`src/rwt_pkg.sv`:
```
package rwt_pkg;

  localparam int unsigned CFG_W   = 64;
  localparam int unsigned LEN_W   = 4;
  localparam int unsigned BYTE_W  = 8;
  localparam int unsigned TICK_W  = 8;
  localparam int unsigned MAX_LEN = 8;

  localparam logic [1:0] MODE_BYTE  = 2'd0;
  localparam logic [1:0] MODE_TICK  = 2'd1;
  localparam logic [1:0] MODE_BEGIN = 2'd2;

  localparam logic [1:0] ST_WAIT    = 2'd0;
  localparam logic [1:0] ST_TIMEOUT = 2'd1;
  localparam logic [1:0] ST_ERROR   = 2'd2;
  localparam logic [1:0] ST_ANSWER  = 2'd3;

  localparam logic [2:0] REG_ANS_PAT = 3'd0;
  localparam logic [2:0] REG_ANS_LEN = 3'd1;
  localparam logic [2:0] REG_ERR_PAT = 3'd2;
  localparam logic [2:0] REG_ERR_LEN = 3'd3;
  localparam logic [2:0] REG_TIMEOUT = 3'd4;

  typedef struct packed {
    logic shift;
    logic clear;
  } cell_ctrl_t;

endpackage

```
`src/rwt_cell.sv`:
```
module rwt_cell (
  input  logic                clk_i,
  input  logic                rst_ni,
  input  rwt_pkg::cell_ctrl_t ctrl_i,
  input  logic [7:0]          byte_i,
  input  logic [7:0]          ans_want_i,
  input  logic [7:0]          err_want_i,
  output logic [7:0]          byte_o,
  output logic                ans_eq_o,
  output logic                err_eq_o
);
  import rwt_pkg::*;

  logic [BYTE_W-1:0] byte_q, byte_d;

  always_comb begin
    byte_d = byte_q;
    if (ctrl_i.clear) begin
      byte_d = '0;
    end else if (ctrl_i.shift) begin
      byte_d = byte_i;
    end
  end

  always_ff @(posedge clk_i or negedge rst_ni) begin
    if (!rst_ni) begin
      byte_q <= '0;
    end else begin
      byte_q <= byte_d;
    end
  end

  // compare against the window as it stands after this beat
  assign ans_eq_o = (byte_d == ans_want_i);
  assign err_eq_o = (byte_d == err_want_i);
  assign byte_o   = byte_q;

endmodule

```
`src/response_watch_with_timeout.sv`:
```
// a poll tick beat gives its registered status beat in the cycle after acceptance
// throughput: one beat per cycle when not held off; each byte beat shifts the cell row by one cell
// a tick beat is held off only while the previous status beat is stalled at the output
// reset: async active low, clears window, counters, flags and config to defaults
// no clearing pass after reset, the block takes beats in the first cycle
module response_watch_with_timeout #(
  parameter int unsigned PATTERN_BYTES = 8,
  parameter int unsigned BUFFER_DEPTH  = 256
) (
  input  logic        clk_i,
  input  logic        rst_ni,
  input  logic        cfg_we_i,
  input  logic [2:0]  cfg_idx_i,
  input  logic [63:0] cfg_wdata_i,
  input  logic        in_valid_i,
  output logic        in_stall_o,
  input  logic [1:0]  mode_i,
  input  logic [7:0]  rx_byte_i,
  output logic        out_valid_o,
  input  logic        out_stall_i,
  output logic [1:0]  status_o
);
  import rwt_pkg::*;

  localparam int unsigned CNT_W = $clog2(BUFFER_DEPTH + 1);
  localparam int unsigned CMP_CELLS = (PATTERN_BYTES < MAX_LEN) ? PATTERN_BYTES : MAX_LEN;
  localparam logic [LEN_W-1:0] LEN_CAP = LEN_W'(CMP_CELLS);
  localparam logic [CNT_W-1:0] CNT_FULL = CNT_W'(BUFFER_DEPTH);

  // config registers
  logic [CFG_W-1:0]  ans_pat_q, err_pat_q;
  logic [LEN_W-1:0]  ans_len_q, err_len_q;
  logic [TICK_W-1:0] limit_q;

  always_ff @(posedge clk_i or negedge rst_ni) begin
    if (!rst_ni) begin
      ans_pat_q <= '0;
      ans_len_q <= LEN_W'(1);
      err_pat_q <= '0;
      err_len_q <= '0;
      limit_q   <= TICK_W'(33);
    end else if (cfg_we_i) begin
      unique case (cfg_idx_i)
        REG_ANS_PAT: ans_pat_q <= cfg_wdata_i;
        REG_ANS_LEN: ans_len_q <= cfg_wdata_i[LEN_W-1:0];
        REG_ERR_PAT: err_pat_q <= cfg_wdata_i;
        REG_ERR_LEN: err_len_q <= cfg_wdata_i[LEN_W-1:0];
        REG_TIMEOUT: limit_q   <= cfg_wdata_i[TICK_W-1:0];
        default: ;
      endcase
    end
  end

  logic [LEN_W-1:0] ans_len, err_len;
  assign ans_len = (ans_len_q > LEN_CAP) ? LEN_CAP : ans_len_q;
  assign err_len = (err_len_q > LEN_CAP) ? LEN_CAP : err_len_q;

  // handshake
  logic accept, acc_byte, acc_tick, acc_begin;
  assign in_stall_o = out_valid_o && out_stall_i && (mode_i == MODE_TICK);
  assign accept     = in_valid_i && !in_stall_o;
  assign acc_tick   = accept && (mode_i == MODE_TICK);
  assign acc_begin  = accept && (mode_i == MODE_BEGIN);

  logic [CNT_W-1:0] cnt_q, cnt_d;
  assign acc_byte = accept && (mode_i == MODE_BYTE) && (cnt_q != CNT_FULL);

  cell_ctrl_t ctrl;
  assign ctrl.shift = acc_byte;
  assign ctrl.clear = acc_begin;

  // cell row, newest byte in cell 0
  logic [PATTERN_BYTES-1:0][BYTE_W-1:0] win;
  logic [PATTERN_BYTES-1:0]             ans_eq, err_eq, ans_use, err_use;

  for (genvar k = 0; k < PATTERN_BYTES; k++) begin : g_cell
    logic [BYTE_W-1:0] ans_want, err_want, from_prev;

    if (k == 0) begin : g_head
      assign from_prev = rx_byte_i;
    end else begin : g_link
      assign from_prev = win[k-1];
    end

    if (k < CMP_CELLS) begin : g_cmp
      localparam logic [LEN_W-1:0] KL = LEN_W'(k);
      logic [2:0] ans_idx, err_idx;
      // cell k holds pattern byte len-1-k
      assign ans_idx  = 3'(ans_len - KL - LEN_W'(1));
      assign err_idx  = 3'(err_len - KL - LEN_W'(1));
      assign ans_want = ans_pat_q[BYTE_W*ans_idx +: BYTE_W];
      assign err_want = err_pat_q[BYTE_W*err_idx +: BYTE_W];
      assign ans_use[k] = (KL < ans_len);
      assign err_use[k] = (KL < err_len);
    end else begin : g_nocmp
      assign ans_want   = '0;
      assign err_want   = '0;
      assign ans_use[k] = 1'b0;
      assign err_use[k] = 1'b0;
    end

    rwt_cell u_cell (
      .clk_i      (clk_i),
      .rst_ni     (rst_ni),
      .ctrl_i     (ctrl),
      .byte_i     (from_prev),
      .ans_want_i (ans_want),
      .err_want_i (err_want),
      .byte_o     (win[k]),
      .ans_eq_o   (ans_eq[k]),
      .err_eq_o   (err_eq[k])
    );
  end

  logic [CNT_W-1:0] cnt_inc;
  logic             ans_hit, err_hit;
  assign cnt_inc = cnt_q + CNT_W'(1);
  assign ans_hit = (ans_len != '0) && (cnt_inc >= CNT_W'(ans_len)) && (&(ans_eq | ~ans_use));
  assign err_hit = (err_len != '0) && (cnt_inc >= CNT_W'(err_len)) && (&(err_eq | ~err_use));

  // wait state
  logic              ans_seen_q, ans_seen_d, err_seen_q, err_seen_d;
  logic [TICK_W-1:0] tick_q, tick_d;
  logic [1:0]        final_q, final_d;

  always_comb begin
    cnt_d      = cnt_q;
    ans_seen_d = ans_seen_q;
    err_seen_d = err_seen_q;
    tick_d     = tick_q;
    final_d    = final_q;
    if (acc_begin) begin
      cnt_d      = '0;
      ans_seen_d = 1'b0;
      err_seen_d = 1'b0;
      tick_d     = '0;
      final_d    = ST_WAIT;
    end else if (acc_byte) begin
      cnt_d = cnt_inc;
      if (ans_hit) ans_seen_d = 1'b1;
      if (err_hit) err_seen_d = 1'b1;
    end else if (acc_tick && (final_q == ST_WAIT)) begin
      priority if (tick_q > limit_q) begin
        final_d = ST_TIMEOUT;
      end else if ((err_len_q != '0) && err_seen_q) begin
        final_d = ST_ERROR;
      end else if (ans_seen_q) begin
        final_d = ST_ANSWER;
      end else if (tick_q != '1) begin
        tick_d = tick_q + TICK_W'(1);
      end
    end
  end

  always_ff @(posedge clk_i or negedge rst_ni) begin
    if (!rst_ni) begin
      cnt_q      <= '0;
      ans_seen_q <= 1'b0;
      err_seen_q <= 1'b0;
      tick_q     <= '0;
      final_q    <= ST_WAIT;
    end else begin
      cnt_q      <= cnt_d;
      ans_seen_q <= ans_seen_d;
      err_seen_q <= err_seen_d;
      tick_q     <= tick_d;
      final_q    <= final_d;
    end
  end

  // output register
  logic       out_valid_q;
  logic [1:0] status_q;

  always_ff @(posedge clk_i or negedge rst_ni) begin
    if (!rst_ni) begin
      out_valid_q <= 1'b0;
    end else if (acc_tick) begin
      out_valid_q <= 1'b1;
    end else if (!out_stall_i) begin
      out_valid_q <= 1'b0;
    end
  end

  always_ff @(posedge clk_i) begin
    if (acc_tick) begin
      status_q <= final_d;
    end
  end

  assign out_valid_o = out_valid_q;
  assign status_o    = status_q;

endmodule

```
`config.mk`:
```
export PLATFORM = sky130hd
export DESIGN_NAME = response_watch_with_timeout
export DESIGN_NICKNAME = d
export VERILOG_FILES = /design/src/rwt_pkg.sv /design/src/rwt_cell.sv /design/src/response_watch_with_timeout.sv
export SDC_FILE = /design/constraint.sdc
export NUM_CORES = 1
export LEC_CHECK = 0
export BUFFER_PORTS_ARGS = -buffer_cell sky130_fd_sc_hd__clkbuf_2
export CORE_MARGIN = 2
export CORE_UTILIZATION = 30
export CTS_BUF_LIST = sky130_fd_sc_hd__clkbuf_4
export DETAILED_ROUTE_END_ITERATION = 16
export PLACE_DENSITY = 0.45
export SLEW_MARGIN = 20
export SYNTH_ARGS = -nofsm -noshare
export SYNTH_HDL_FRONTEND = slang
export SYNTH_SLANG_ARGS = --single-unit
```
`constraint.sdc`:
```
create_clock -name clk_i -period 6.5 [get_ports clk_i]
set_input_delay 0.325 -clock clk_i [delete_from_list [all_inputs] [get_ports clk_i]]
set_output_delay 0.325 -clock clk_i [all_outputs]
set_load 0.03 [all_outputs]
```
# After elaboration in Yosys (flattened, before gate mapping)
# Index checks and enable logic that the tools add are counted.
word_totals:
  register_bits: 232
  input_bits: 82
  out_inout_bits: 4
classes:
  n_bitwise: 4
  order_cmp: 21
  addsub: 30
  n_reduce_logical: 35
  n_eq_ne: 29
  shift: 16
  muxes: 41
ops:
  columns: ["operator", "n"]
  rows:
  - ["indexed part select 64 x 7 -> 8 bit", 16]
  - ["two-way mux 8 bit", 23]
  - ["== test 8 bit", 16]
  - ["subtractor 3 x 1 -> 3 bit (second input constant)", 16]
  - ["< comparator 3 x 4 -> 1 bit (first input constant)", 8]
  - ["subtractor 3 bit (second input constant)", 8]
  - [">= comparator 9 x 4 -> 1 bit", 2]
  - ["two-way mux 9 bit", 2]
  - ["< comparator 1 x 4 -> 1 bit (first input constant)", 4]
  - ["< comparator 2 x 4 -> 1 bit (first input constant)", 4]
  - ["inverter 8 bit", 2]
  - ["bitwise OR 8 bit", 2]
  - ["AND reduction 8 bit", 2]
  - ["AND reduction 2 bit", 7]
  - ["logical AND 1 bit", 13]
  - ["two-way mux 2 bit", 6]
  - ["nonzero test 4 bit", 3]
  - ["subtractor 3 x 2 -> 3 bit (second input constant)", 4]
  - ["nonzero test 2 bit", 5]
  - ["adder 9 x 1 -> 9 bit (second input constant)", 1]
  - ["!= test 9 bit (second input constant)", 1]
  - ["adder 8 x 1 -> 8 bit (second input constant)", 1]
  - ["> comparator 4 bit (second input constant)", 2]
  - ["> comparator 8 bit", 1]
  - ["14 further kinds", 27]

# Depth between registers and ports, before layout
# Gate-level depths: netlist of run 1.
depth:
  depth_word: 15
  depth_mapped: 17

# Cells and area by module
# From an unflattened synthesis of run 1, not the netlist that was laid out.
unflattened:
  hier_cells: 1560
  hier_area_um2: 16588.4
modules_own_cells:
  columns: ["mod", "instances", "cells_each", "seq_area_each_um2", "area_per_inst_um2"]
  rows:
  - ["response_watch_with_timeout", 1, 992, 4217.8, 11663.7]
  - ["rwt_cell", 8, 71, 200.2, 615.6]

# Worst setup path before layout of run 1
# No wires, ideal clock.
synth_timing:
  path_kind: "reg2reg"
  startpoint: "register ans_len_q[1]"
  endpoint: "register ans_seen_q"
  synth_period_minus_slack_ps: 3816
  arrival_time_ps: 3734
  stages_incl_launch_ff: 17
  setup_time_ps: 82
  setup_slack_ps: 2684
  path_cell_list: "dfrtp_1 -> clkbuf_1 -> nor2b_1 -> buf_2 -> clkbuf_1 -> inv_1 -> ha_1 -> ha_1 -> clkbuf_1 -> xnor2_1 -> mux2i_1 -> a21oi_1 -> a31oi_1 -> xnor2_1 -> nor4_1 -> o21ai_0 -> a31oi_1"
synth_between:
  elab_chain_cells: 11
synth_lines:
  columns: ["element", "line", "text"]
  rows:
  - ["from (decl)", "response_watch_with_timeout.sv:32", "logic [LEN_W-1:0] ans_len_q, err_len_q;"]
  - ["from (signal assigned)", "response_watch_with_timeout.sv:45", "REG_ANS_LEN: ans_len_q <= cfg_wdata_i[LEN_W-1:0];"]
  - ["> comparator 4 bit", "response_watch_with_timeout.sv:55", "assign ans_len = (ans_len_q > LEN_CAP) ? LEN_CAP : ans_len_q;"]
  - ["two-way mux 4 bit (*)", "response_watch_with_timeout.sv:55", null]
  - ["subtractor 3 x 1 -> 3 bit, or another cell as far along", "response_watch_with_timeout.sv:89", "assign ans_idx = 3'(ans_len - KL - LEN_W'(1));"]
  - ["subtractor 3 x 1 -> 3 bit", "response_watch_with_timeout.sv:89", null]
  - ["indexed part select 64 x 7 -> 8 bit", "response_watch_with_timeout.sv:91", "assign ans_want = ans_pat_q[BYTE_W*ans_idx +: BYTE_W];"]
  - ["== test 8 bit", "rwt_cell.sv:34", "assign ans_eq_o = (byte_d == ans_want_i);"]
  - ["bitwise OR 8 bit", "response_watch_with_timeout.sv:118", "assign ans_hit = (ans_len != '0) && (cnt_inc >= CNT_W'(ans_len)) && (&(ans_eq | ~ans_use));"]
  - ["AND reduction 8 bit", "response_watch_with_timeout.sv:118", null]
  - ["logical AND 1 bit (*)", "response_watch_with_timeout.sv:118", null]
  - ["nonzero test 2 bit (no source line) (*)", null, null]
  - ["AND reduction 2 bit (no source line) (*)", null, null]
  - ["to (signal assigned)", "response_watch_with_timeout.sv:164", "ans_seen_q <= ans_seen_d;"]
  - ["to (decl)", "response_watch_with_timeout.sv:122", "logic ans_seen_q, ans_seen_d, err_seen_q, err_seen_d;"]
# Mark *: on every way between the ends. The rest lies on a longest branch, timed or not.
# A chain may end at the register's enable or synchronous reset.

# Worst setup path after layout of run 1
layout_timing:
  startpoint: "register err_len_q[1]"
  endpoint: "register err_seen_q"
layout_between:
  elab_chain_cells: 11
layout_lines:
  columns: ["element", "line", "text"]
  rows:
  - ["from (decl)", "response_watch_with_timeout.sv:32", null]
  - ["from (signal assigned)", "response_watch_with_timeout.sv:47", "REG_ERR_LEN: err_len_q <= cfg_wdata_i[LEN_W-1:0];"]
  - ["> comparator 4 bit", "response_watch_with_timeout.sv:56", "assign err_len = (err_len_q > LEN_CAP) ? LEN_CAP : err_len_q;"]
  - ["two-way mux 4 bit (*)", "response_watch_with_timeout.sv:56", null]
  - ["subtractor 3 x 1 -> 3 bit, or another cell as far along", "response_watch_with_timeout.sv:90", "assign err_idx = 3'(err_len - KL - LEN_W'(1));"]
  - ["subtractor 3 x 1 -> 3 bit", "response_watch_with_timeout.sv:90", null]
  - ["indexed part select 64 x 7 -> 8 bit", "response_watch_with_timeout.sv:92", "assign err_want = err_pat_q[BYTE_W*err_idx +: BYTE_W];"]
  - ["== test 8 bit", "rwt_cell.sv:35", "assign err_eq_o = (byte_d == err_want_i);"]
  - ["bitwise OR 8 bit", "response_watch_with_timeout.sv:119", "assign err_hit = (err_len != '0) && (cnt_inc >= CNT_W'(err_len)) && (&(err_eq | ~err_use));"]
  - ["AND reduction 8 bit", "response_watch_with_timeout.sv:119", null]
  - ["logical AND 1 bit (*)", "response_watch_with_timeout.sv:119", null]
  - ["nonzero test 2 bit (no source line) (*)", null, null]
  - ["AND reduction 2 bit (no source line) (*)", null, null]
  - ["to (signal assigned)", "response_watch_with_timeout.sv:165", "err_seen_q <= err_seen_d;"]
  - ["to (decl)", "response_watch_with_timeout.sv:122", null]
# Marked as above.

==> impl_results.md, run 1 <==
- Total of max-cap violations: 0
- Area grow syn2layout: 16.5%
- Post-synth cell types: 78
- Overall Power: roughly 7.3 mW
- H-tree depth: 3
- Post-layout instance area: 19900 sq um
- Warnings, synthesis: 0
- Die area: 58900 sq um
- Height of the chip: between 200 and 250 microns
- Critical-path cell list: buf_4, nor2b_4, inv_2, buf_4, ha_1, buf_4, ha_1, xor2_1, buf_4, mux4_2, mux2i_1, xnor2_1, nand4_1, o21ai_0, nand3_1, o21ai_1
- P_leak: between 8 and 9 nW
- Largest net degree at the start of global routing: 144
- Drt pass-1 iters: 7
- GRT Total Usage: a little under a quarter
- CTS tree: done
- First-pass GRT wire length: slightly above 100000 microns
- Max frequency: 207 MHz
- Vias in the first global route: 14178
- Clk slew on worst S/H paths: 0.07 ns
- Dominant synthesized flop cell: dfrtp_1
- Crit path capture type: register
- Share of layout cells above drive strength 1: 27.6%
- Core ar.: 56400 sq um
- Post-Syn Nets: 1685
- CP arrival: between 5 and 6 ns
- Routability cong.: 0.961
- Detail Route Antenna Nets: 0
- Clock skew: 0.0432 ns
- Number of vias per cell: 5.75
- Buffer and inverter count on the worst path: 5
- Slowest-stage cell, CP: ha_1
- Outcome: completed
- Pwr dens: 368 nW/um^2
- GR Overflow Total: 0
- Initial antenna violation count: 3
- Period utilization: 74.2%
- Setup TNS: 0 ns
- Hold Crit Class: in -> reg
- Multi-input combinational cell area: 10600 sq um
- Most common cell on crit path: buf_4
- # IOs: 86
- DR vias: ~15000
- Final setup violation count: 0
- Port Buffers: 85
- WP data required: 7.21 ns
- Worst slew pin tran: between 1 and 1.5 ns
- Nets: 1835
- Row count: between 80 and 90
- Max transition margin: around 28%
- Wirelength per Cell: around 28 microns
- Post-Syn Area: 17100 sq um
- Sequential share of the synthesized area: between 30% and 40%
- Final Critical Period: 4.82 ns
- Unrepaired setup endpoints after global routing: false
- Post-DP HPWL: 54500 microns
- Mapped Cells: 1576
- CTS root buffer: clkbuf_4
- Avg Cell Area, Syn: between 10 and 15 sq um
- DRC Markers: 0
- CTS Buf Count: between 60 and 70
- Critical path fanouts, max: 37
- Placed cell areas: about 18000 sq um
- Register area: 5820 sq um
- Clock sinks: roughly 230
- Crit Path Class: reg -> reg
- Number of flops mapped to enable cells by yosys: 2
- Fin. Hold Viols: 0
- Clk_lat worst skew: 0.80 ns
- Aggregate routed wire length: 70500 microns
- Clock Path Buffers: 3
- Maximum VDD drop: ~0.17 mV
- Seq cells post-synth: 232
- Max Slew Vio Count: 0
- Filler cell count in the final layout: 5755
- Delay-heaviest family, CP: buffers and inverters
- CP max stage delay: 0.69 ns
- Die W: 243 microns
- DR iter-0 viols: 1462
- Worst Setup Start Kind: register
- Async set-reset flop share out of synthesis: 99.1%
- Initial core utilization: 30.3%
final timing paths:
kind,endpoint,from,cells past startpoint,slack [ns]
max,err_seen_q$_DFFE_PN0P_,err_len_q[1]$_DFFE_PN0P_,16,1.68
max in group asynchronous,ans_pat_q[45]$_DFFE_PN0P_,rst_ni,3,5.07
max reg2reg,err_seen_q$_DFFE_PN0P_,err_len_q[1]$_DFFE_PN0P_,16,1.68
min in group asynchronous,out_valid_o$_DFFE_PN0P_,rst_ni,2,0.10
min,g_cell[0].u_cell.byte_o[4]$_DFF_PN0_,rx_byte_i[4],2,0.08
min reg2reg,limit_q[5]$_DFFE_PN1P_,limit_q[5]$_DFFE_PN1P_,2,0.52
stage by stage:
stage	hold slack, ns	util [%]	instances	setup WS, ns
2_1_floorplan	0.0294	-	1576	2.68
3_3_place_gp	0.380	32.3	2333	1.80
3_5_place_dp	0.373	32.3	2333	1.74
4_1_cts	0.00320	35.3	2526	1.72
5_1_grt	0.0225	35.3	2529	1.39
6_report	0.0784	35.3	2530	1.68
logic make-up (layout without fill, tap and decap cells):
group                      count (synthesis)  in the layout  share of synthesized area [%]
and+or+nand+nor                          327            327                           9.34
xor gates and xnor gates                 138            138                           7.07
muxes                                    380            380                           30.3
buffers and inverters                    159            353                           3.96
AOI/OAI and AO/OA                        313            313                           13.3
adders and majority gates                 27             27                           1.98
DFF                                      232            232                           34.1
other                                      0              4                              0
cells in the mapped netlist (all sizes together), types with 7 or more instances:
library cell / n / area [sq um]
xnor2: 83 / 727
o32ai: 9 / 78.8
mux2i: 146 / 1540
a21oi: 37 / 189
ha: 27 / 338
mux2: 145 / 1630
a221oi: 9 / 78.8
inv: 45 / 171
xor2: 55 / 482
and2: 11 / 68.8
mux4: 89 / 2000
a22o: 34 / 300
a32oi: 12 / 105
a31oi: 12 / 75.1
nor2b: 23 / 146
nor3: 12 / 60.1
o22ai: 7 / 43.8
a22oi: 21 / 158
a211oi: 39 / 310
a211o: 12 / 105
and3: 7 / 43.8
nor2: 54 / 203
buf: 47 / 254
nand2: 127 / 477
nand4: 20 / 125
clkbuf: 63 / 236
nand3: 34 / 170
o21ai: 53 / 265
o21a: 26 / 195
nor4: 17 / 128
dfrtp: 227 / 5680
registers in the layout, indices dropped and copies added, names as in the netlist:
register and flops:
ans_pat_q 64, tick_q 8, limit_q 8, g_cell.u_cell.byte_o 64
ans_seen_q 1, out_valid_o 1, status_o 2, err_len_q 4
final_q 2, err_seen_q 1, ans_len_q 4, err_pat_q 64
cnt_q 9
routing by layer:
layer | GRT usage [%] | wire [microns] | up-vias
met3 | 4.01 | 4440 | 124
met2 | 36.0 | 31300 | 697
met4 | 12.1 | 3510 | 0
li1 | - | - | 6310
met1 | 33.2 | 31300 | 7413
met5 | 0 | 0 | -
layout make-up:
type	count	share of cell area (%)
sequential	232	29.2
clock buffer	95	3.58
antenna	4	0.0503
timing repair buffer	189	7.21
tap	756	4.75
multi-input combinational	1185	53.4
clock inverter	20	0.855
inverter	49	0.936
what timing repair did:
item                      CTS  global route
setup buffers               0             0
resized for setup           0             0
hold endpoints to repair  240             0
hold buffers               78             0
worst register-to-register path: cells and delay by family (launching register included):
family                     cells  cell delay, ns
AOI/OAI and AO/OA              2            0.51
xor gates and xnor gates       2            0.41
adders and majority gates      2            0.95
buffers and inverters          5            1.52
DFF                            1            0.36
muxes                          2            0.59
and+or+nand+nor                3            0.44
cell usage in the layout, fill, tap and decap left out, drive strengths merged, types with 11 or more instances in the layout:
cell / instances
and2: 11
ha: 27
nor2b: 23
inv: 45
nand2: 127
mux2i: 146
o21a: 26
a211oi: 39
a31oi: 12
clkinv: 20
a32oi: 12
a22o: 34
a21oi: 37
mux4: 89
buf: 27
a211o: 12
nor2: 54
xnor2: 83
a22oi: 21
nand3: 34
nand4: 20
dfrtp: 227
o21ai: 53
nor3: 12
clkbuf: 179
nor4: 17
dlygate4sd3: 78
mux2: 145
xor2: 55
power by group:
group	internal (mW)	leakage, nW	switching (mW)
logic	1.68	4.92	1.96
registers	1.67	2.93	0.566
clock network	0.793	0.521	0.664
No activity file was read; power rests on OpenSTA's default activity.
==> inputs of run 2 (changes only) <==
==> constraint.sdc (replaced) <==
create_clock -name clk_i -period 4.55 [get_ports clk_i]
set_input_delay 0.2275 -clock clk_i [delete_from_list [all_inputs] [get_ports clk_i]]
set_output_delay 0.2275 -clock clk_i [all_outputs]
set_load 0.03 [all_outputs]
==> impl_results.md, run 2 (synthesis results as in run 1) <==
- CTS Buf Count: 68 (-1.4%)
- Area grow syn2layout: 17.9%
- GR Overflow Total: 0 (unchanged)
- CP arrival: 4.71 ns (-0.82 ns)
- Total of max-cap violations: 0 (unchanged)
- Crit path capture type: register
- GRT Total Usage: 24.0% (+0.033 points)
- Outcome: completed
- Clock Power Share: 19.4% (-0.5 points)
- P_leak: 8.49 nW (+1.4%)
- Period utilization: 88.1% (+14 points)
- Slowest-stage cell, CP: ha_1
- Commonest non-fill, non-tap cells in the layout: dfrtp_1, mux2_2, mux2i_1, nand2_1, clkbuf_4
- Crit Path Class: reg -> reg
- Wirelength per Cell: 27.5 microns (-1.3%)
- CTS tree: done
- Height of the chip: 243 microns (unchanged)
- Core ar.: 56400 sq um (unchanged)
- Max Slew Vio Count: 0 (unchanged)
- Place WS: 0.740 ns (-0.996 ns)
- Resize count post-CTS: 0 (unchanged)
- Commonest non-fill, non-tap cell in the layout: dfrtp_1
- Filler cell count in the final layout: 5748 (-0.12%)
- Max frequency: 250 MHz (+20%)
- DR vias: 14666 (+0.84%)
- Fin. Hold Viols: 0 (unchanged)
- Clk slew on worst S/H paths: 0.08 ns (about the same)
- Aggregate routed wire length: 70400 microns (about the same)
- Number of vias per cell: 5.72 (-0.42%)
- Met2 global-route usage: 35.8% (-0.22 points)
- Setup TNS: 0 ns (unchanged)
- Worst flop-to-flop path endpoint: err_seen_q$_DFFE_PN0P_
- Nets: 1868 (+1.8%)
- Critical path fanouts, max: 39 (+5.4%)
- CP max stage delay: 0.85 ns (+0.16 ns)
- WP data required: 5.26 ns (-1.95 ns)
- Hold Crit Class: in -> async
- Int Pwr: 5.91 mW (+43%)
- CTS root buffer: clkbuf_4
- Sequential power share: 29.4% (-1.1 points)
- DRC Markers: 0 (unchanged)
- Post-DP HPWL: 53500 microns (-1.9%)
- Multi-input combinational cell area: 10600 sq um (about the same)
- Final Critical Period: 4.01 ns (-0.816 ns)
- Share of layout cells above drive strength 1: 28.2% (+0.64 points)
- Final setup violation count: 0 (unchanged)
- Combinational share of power: 51.2% (+1.5 points)
- Routability cong.: 0.953 (-0.87%)
- Vias in the first global route: 14418 (+1.7%)
- Met3 usage: 4.27% (+0.25 points)
- Initial antenna violation count: 3 (unchanged)
- Port Buffers: 85 (unchanged)
- H-tree depth: 3 (unchanged)
- Clock sinks: 232 (unchanged)
- DR iter-0 viols: 1540 (+5.3%)
- Met1 Resource Use GR: 33.3% (+0.11 points)
- Max transition margin: 30.4% (+2.9 points)
- Clock Path Buffers: 3 (unchanged)
- Largest net degree at the start of global routing: 102 (-29%)
- Register area: 5820 sq um (unchanged)
- Die W: 243 microns (unchanged)
- Most common cell on crit path: buf_4
- Die area: 58900 sq um (unchanged)
- Maximum VDD drop: 0.253 mV (+47%)
- Worst slew pin tran: 1.04 ns (-0.0472 ns)
- Worst r2r src: err_len_q[3]$_DFFE_PN0P_
- First-pass GRT wire length: 103000 microns (+0.80%)
- Sw power: 4.67 mW (+46%)
- Unrepaired setup endpoints after global routing: false
- Initial core utilization: 30.3% (unchanged)
- Detail Route Antenna Nets: 0 (unchanged)
- Drt pass-1 iters: 7 (unchanged)
- Pwr dens: 525 nW/um^2 (+42%)
- Gr busiest metal: met2
- Clk_lat worst skew: 0.82 ns (+0.02 ns)
- Worst Setup Start Kind: register
- Reg2reg path depth: 12 (-4)
- R2R setup slack: 0.54 ns (-1.13 ns)
- # IOs: 86 (unchanged)
- Sw frac: 44.1% (+0.62 points)
- Row count: 87 (unchanged)
- PnR worst setup slack: 0.543 ns (-1.13 ns)
- Clock skew: 0.0675 ns (+0.0243 ns)
- Critical-path cell list: buf_4, nor2b_4, buf_4, inv_1, ha_1, mux2i_1, xnor2_1, nor4_1, a31oi_1, nor2_1, a21oi_1, o21ai_1
==> run 2: cell count changes in the layout (fill, tap and decap cells not counted), sizes merged <==
cell         change
buf             +20
clkinv           -5
clkbuf           +4
dlygate4sd3     +14
inv              +2
bufinv           -2
clkinvlp         +1
diode            -2
==> run 2: area by class of cell <==
type                            count  area share [%]
Antenna cell                        2          0.0248
Clock buffer                       99            3.69
Clock inverter                     16           0.503
Inverter                           49           0.925
Multi-Input combinational cell   1185            52.7
Sequential cell                   232            28.9
Tap cell                          756            4.69
Timing Repair Buffer              223            8.57
==> run 2: how the worst max path moves through the flow <==
stage	from	slack, ns	end
after floorplan	ans_len_q[1]$_DFFE_PN0P_	0.73	ans_seen_q$_DFFE_PN0P_
after global placement	ans_len_q[0]$_DFFE_PN1P_	0.77	ans_seen_q$_DFFE_PN0P_
after global routing	err_len_q[3]$_DFFE_PN0P_	0.38	err_seen_q$_DFFE_PN0P_
final	err_len_q[3]$_DFFE_PN0P_	0.54	err_seen_q$_DFFE_PN0P_
after detailed placement	err_len_q[3]$_DFFE_PN0P_	0.74	err_seen_q$_DFFE_PN0P_
after CTS	err_len_q[3]$_DFFE_PN0P_	0.72	err_seen_q$_DFFE_PN0P_
==> run 2: routing by layer <==
| layer | share of wire, % | wire, microns |
|---|---|---|
| met3 | 6.9 | 4860 |
| met4 | 5.1 | 3630 |
| met2 | 44 | 30700 |
| met5 | 0 | 0 |
| met1 | 44 | 31200 |
==> run 2: power groups by stage <==
| stage | Combinational (mW) | Sequential (mW) | Clock [mW] |
|---|---|---|---|
| 2_1_floorplan | 3.88 | 2.72 | 0 |
| 3_3_place_gp | 5.24 | 3.10 | 0 |
| 3_5_place_dp | 5.27 | 3.11 | 0 |
| 4_1_cts | 5.35 | 3.07 | 2.13 |
| 5_1_grt | 5.78 | 3.13 | 2.25 |
| 6_report | 5.41 | 3.11 | 2.05 |
==> run 2: timing repair <==
action / 4_1_cts / 5_1_grt
endpoints found under the hold margin: 257 / 0
setup buffers: 0 / 0
hold buffers: 92 / 0
==> run 2: through the flow <==
stage	hold WS (ns)	cell area [sq um]	util, %	power [mW]	instances
4_1_cts	0.0586	20100	35.7	10.5	2560
3_3_place_gp	0.361	18400	32.6	8.33	2353
5_1_grt	0.106	20200	35.7	11.2	2561
6_report	0.0792	20200	35.7	10.6	2562
3_5_place_dp	0.346	18400	32.6	8.37	2353
2_1_floorplan	-0.0681	17100	-	6.60	1576
==> run 2: worst max-delay path, delay by kind of cell (launching register included) <==
| kind | cells | cell delay, ns |
|---|---|---|
| buf+inv | 3 | 0.85 |
| xor+xnor | 1 | 0.23 |
| mux | 1 | 0.64 |
| simple gates | 3 | 0.63 |
| compound gates | 3 | 0.36 |
| flops | 1 | 0.37 |
| fa+ha+maj | 1 | 0.85 |
==> inputs of run 3 (changes only) <==
--- a/config.mk
+++ b/config.mk
@@ -6,7 +6,6 @@
 export NUM_CORES = 1
 export LEC_CHECK = 0
 export BUFFER_PORTS_ARGS = -buffer_cell sky130_fd_sc_hd__clkbuf_2
-export CORE_MARGIN = 2
 export CORE_UTILIZATION = 30
 export CTS_BUF_LIST = sky130_fd_sc_hd__clkbuf_4
 export DETAILED_ROUTE_END_ITERATION = 16
==> constraint.sdc (replaced) <==
create_clock -name clk_i -period 5.1 [get_ports clk_i]
set_input_delay 0.255 -clock clk_i [delete_from_list [all_inputs] [get_ports clk_i]]
set_output_delay 0.255 -clock clk_i [all_outputs]
set_load 0.03 [all_outputs]
==> impl_results.md, run 3 (synthesis results as in run 1) <==
- Clock skew: 0.0409 ns (-0.0267 ns)
- Post-layout instance area: 20100 sq um (-0.42%)
- DR iter-0 viols: 1269 (-18%)
- Combinational share of power: 50.8% (-0.4 points)
- Worst Setup Start Kind: register
- Post-DP HPWL: 54000 microns (+0.92%)
- First-pass GRT wire length: 102000 microns (-0.78%)
- Clk slew on worst S/H paths: 0.06 ns (-0.02 ns)
- # IOs: 86 (unchanged)
- Commonest non-fill, non-tap cell in the layout: dfrtp_1
- Largest net degree at the start of global routing: 134 (+31%)
- Setup TNS: 0 ns (unchanged)
- Setup crit start: err_len_q[3]$_DFFE_PN0P_
- DR vias: 14641 (-0.17%)
- Core ar.: 56300 sq um (-0.19%)
- Reg2reg path depth: 9 (-3)
- Max Slew Vio Count: 0 (unchanged)
- Routability cong.: 0.946 (-0.72%)
- Area grow syn2layout: 17.5%
- Pwr dens: 464 nW/um^2 (-12%)
- Outcome: completed
- H-tree depth: 3 (unchanged)
- Most common cell on crit path: nand3_1
- Worst r2r src: err_len_q[3]$_DFFE_PN0P_
- Max transition margin: 22.2% (-8.3 points)
- GRT Total Usage: 24.7% (+0.69 points)
- WP data required: 5.82 ns (+0.56 ns)
- Detail Route Antenna Nets: 0 (unchanged)
- Clock sinks: 232 (unchanged)
- Overall Power: 9.31 mW (-12%)
- Commonest non-fill, non-tap cells in the layout: dfrtp_1, mux2_2, mux2i_1, nand2_1, clkbuf_4
- Aggregate routed wire length: 70400 microns (about the same)
- Height of the chip: 241 microns (-0.82%)
- Initial core utilization: 30.4% (+0.059 points)
- Critical-path cell list: nand2b_4, inv_4, nor2_1, a221oi_1, xnor2_1, nand3_1, o41ai_1, nand3_1, o21ai_1
- Number of vias per cell: 5.73 (+0.10%)
- Wirelength per Cell: 27.6 microns (+0.28%)
- Initial antenna violation count: 2 (-1)
- CP endpoint: err_seen_q$_DFFE_PN0P_
- Period utilization: 77.9% (-10 points)
- Int Pwr: 5.22 mW (-12%)
- CP arrival: 4.69 ns (-0.02 ns)
- Crit Path Class: reg -> reg
- Resize count post-CTS: 0 (unchanged)
- Placed cell areas: 18300 sq um (-0.49%)
- CP max stage delay: 0.96 ns (+0.11 ns)
- Total of max-cap violations: 0 (unchanged)
- Die area: 57900 sq um (-1.6%)
- Critical path fanouts, max: 36 (-7.7%)
- Share of layout cells above drive strength 1: 27.8% (-0.43 points)
- Worst flop-to-flop path endpoint: err_seen_q$_DFFE_PN0P_
- Sw power: 4.09 mW (-12%)
- CTS root buffer: clkbuf_4
- Clk_lat worst skew: 0.79 ns (-0.03 ns)
- CTS tree: done
- Sequential power share: 30.2% (+0.8 points)
- Die W: 241 microns (-0.82%)
- Hold WS: 0.0588 ns (-0.0204 ns)
- Nets: 1854 (-0.75%)
- DRC Markers: 0 (unchanged)
- Vias in the first global route: 14519 (+0.70%)
- GR Overflow Total: 0 (unchanged)
- Final setup violation count: 0 (unchanged)
- Clock Path Buffers: 3 (unchanged)
- Worst slew pin tran: 1.16 ns (+0.123 ns)
- Sw frac: 43.9% (-0.18 points)
- R2R setup slack: 1.13 ns (+0.58 ns)
- Clock Power Share: 19.0% (-0.4 points)
- Slowest-stage cell, CP: nor2_1
- Hold Crit Class: in -> reg
- Port Buffers: 85 (unchanged)
- Filler cell count in the final layout: 5684 (-1.1%)
- Crit path capture type: register
- Fin. Hold Viols: 0 (unchanged)
- Row count: 87 (unchanged)
- CTS Buf Count: 67 (-1.5%)
- Post-CTS setup repair buffer count: 0 (unchanged)
- Unrepaired setup endpoints after global routing: false
- Maximum VDD drop: 0.253 mV (+0.13%)
- P_leak: 8.43 nW (-0.68%)
- Max frequency: 252 MHz (+0.87%)
- Drt pass-1 iters: 5 (-2)
- Final Critical Period: 3.97 ns (-0.0347 ns)
run 3: cell count changes in the layout (fill, tap and decap cells not counted):
| cell | previous run | this run |
|---|---|---|
| buf_12 | 2 | 3 |
| buf_4 | 44 | 32 |
| bufinv_16 | 1 | 0 |
| clkbuf_4 | 99 | 102 |
| clkinv_1 | 12 | 15 |
| clkinv_2 | 2 | 1 |
| clkinvlp_4 | 2 | 3 |
| diode_2 | 2 | 3 |
| dlygate4sd3_1 | 92 | 90 |
| nor2_1 | 52 | 53 |
| nor2_2 | 1 | 0 |
run 3: cell type report:
cell class	count	area (sq um)	share of cell area, %
multi-input cells	1185	10600	52.9
flip-flops and latches	232	5820	29.0
repair buffers	210	1640	8.15
well taps	756	946	4.71
clock buffers	102	766	3.82
inverters	49	186	0.929
clock inverters	18	85.1	0.424
diodes	3	7.51	0.0374
run 3: critical path, delay by kind of cell (launching register included):
kind,cells,cell delay (ns)
AOI/OAI and AO/OA,3,1.04
xor gates and xnor gates,1,0.32
buffers and inverters,1,0.26
DFF,1,0.67
and+or+nand+nor,4,1.64
run 3: layer usage:
metal / GRT usage [%] / vias to the layer above / wire, microns
li1: - / 6337 / -
met1: 33.7 / 7527 / 30900
met2: 37.0 / 648 / 31000
met3: 4.55 / 129 / 4940
met4: 13.0 / 0 / 3680
met5: 0 / - / 0
run 3: power by group through the flow:
stage / Clock [mW] / Combinational [mW] / Sequential [mW]
after global routing: 1.93 / 5.06 / 2.83
after floorplan: 0 / 3.47 / 2.42
after global placement: 0 / 4.59 / 2.80
after detailed placement: 0 / 4.62 / 2.81
final: 1.77 / 4.73 / 2.81
after CTS: 1.84 / 4.69 / 2.78
run 3: how the worst min path moves through the flow:
stage	endpoint	slack [ns]	cells past startpoint	start
floorplan	ans_len_q[1]$_DFFE_PN0P_	-0.04	0	rst_ni
global placement	out_valid_o$_DFFE_PN0P_	0.17	1	rst_ni
detailed placement	out_valid_o$_DFFE_PN0P_	0.17	1	rst_ni
CTS	err_len_q[1]$_DFFE_PN0P_	0.006	3	cfg_idx_i[0]
global route	limit_q[0]$_DFFE_PN1P_	0.05	2	rst_ni
finish	g_cell[0].u_cell.byte_o[7]$_DFF_PN0_	0.06	2	rx_byte_i[7]
run 3: timing repair:
item,in CTS,in global routing
hold buffers,91,0
setup endpoints to repair,0,0
hold endpoints to repair,387,0
run 3: stage by stage:
stage	std cells	util [%]	setup WS [ns]
after floorplan	1576	-	1.28
after global placement	2341	32.5	1.20
after detailed placement	2341	32.5	1.16
after CTS	2552	35.6	1.20
after global routing	2555	35.7	0.835
final	2555	35.7	1.13
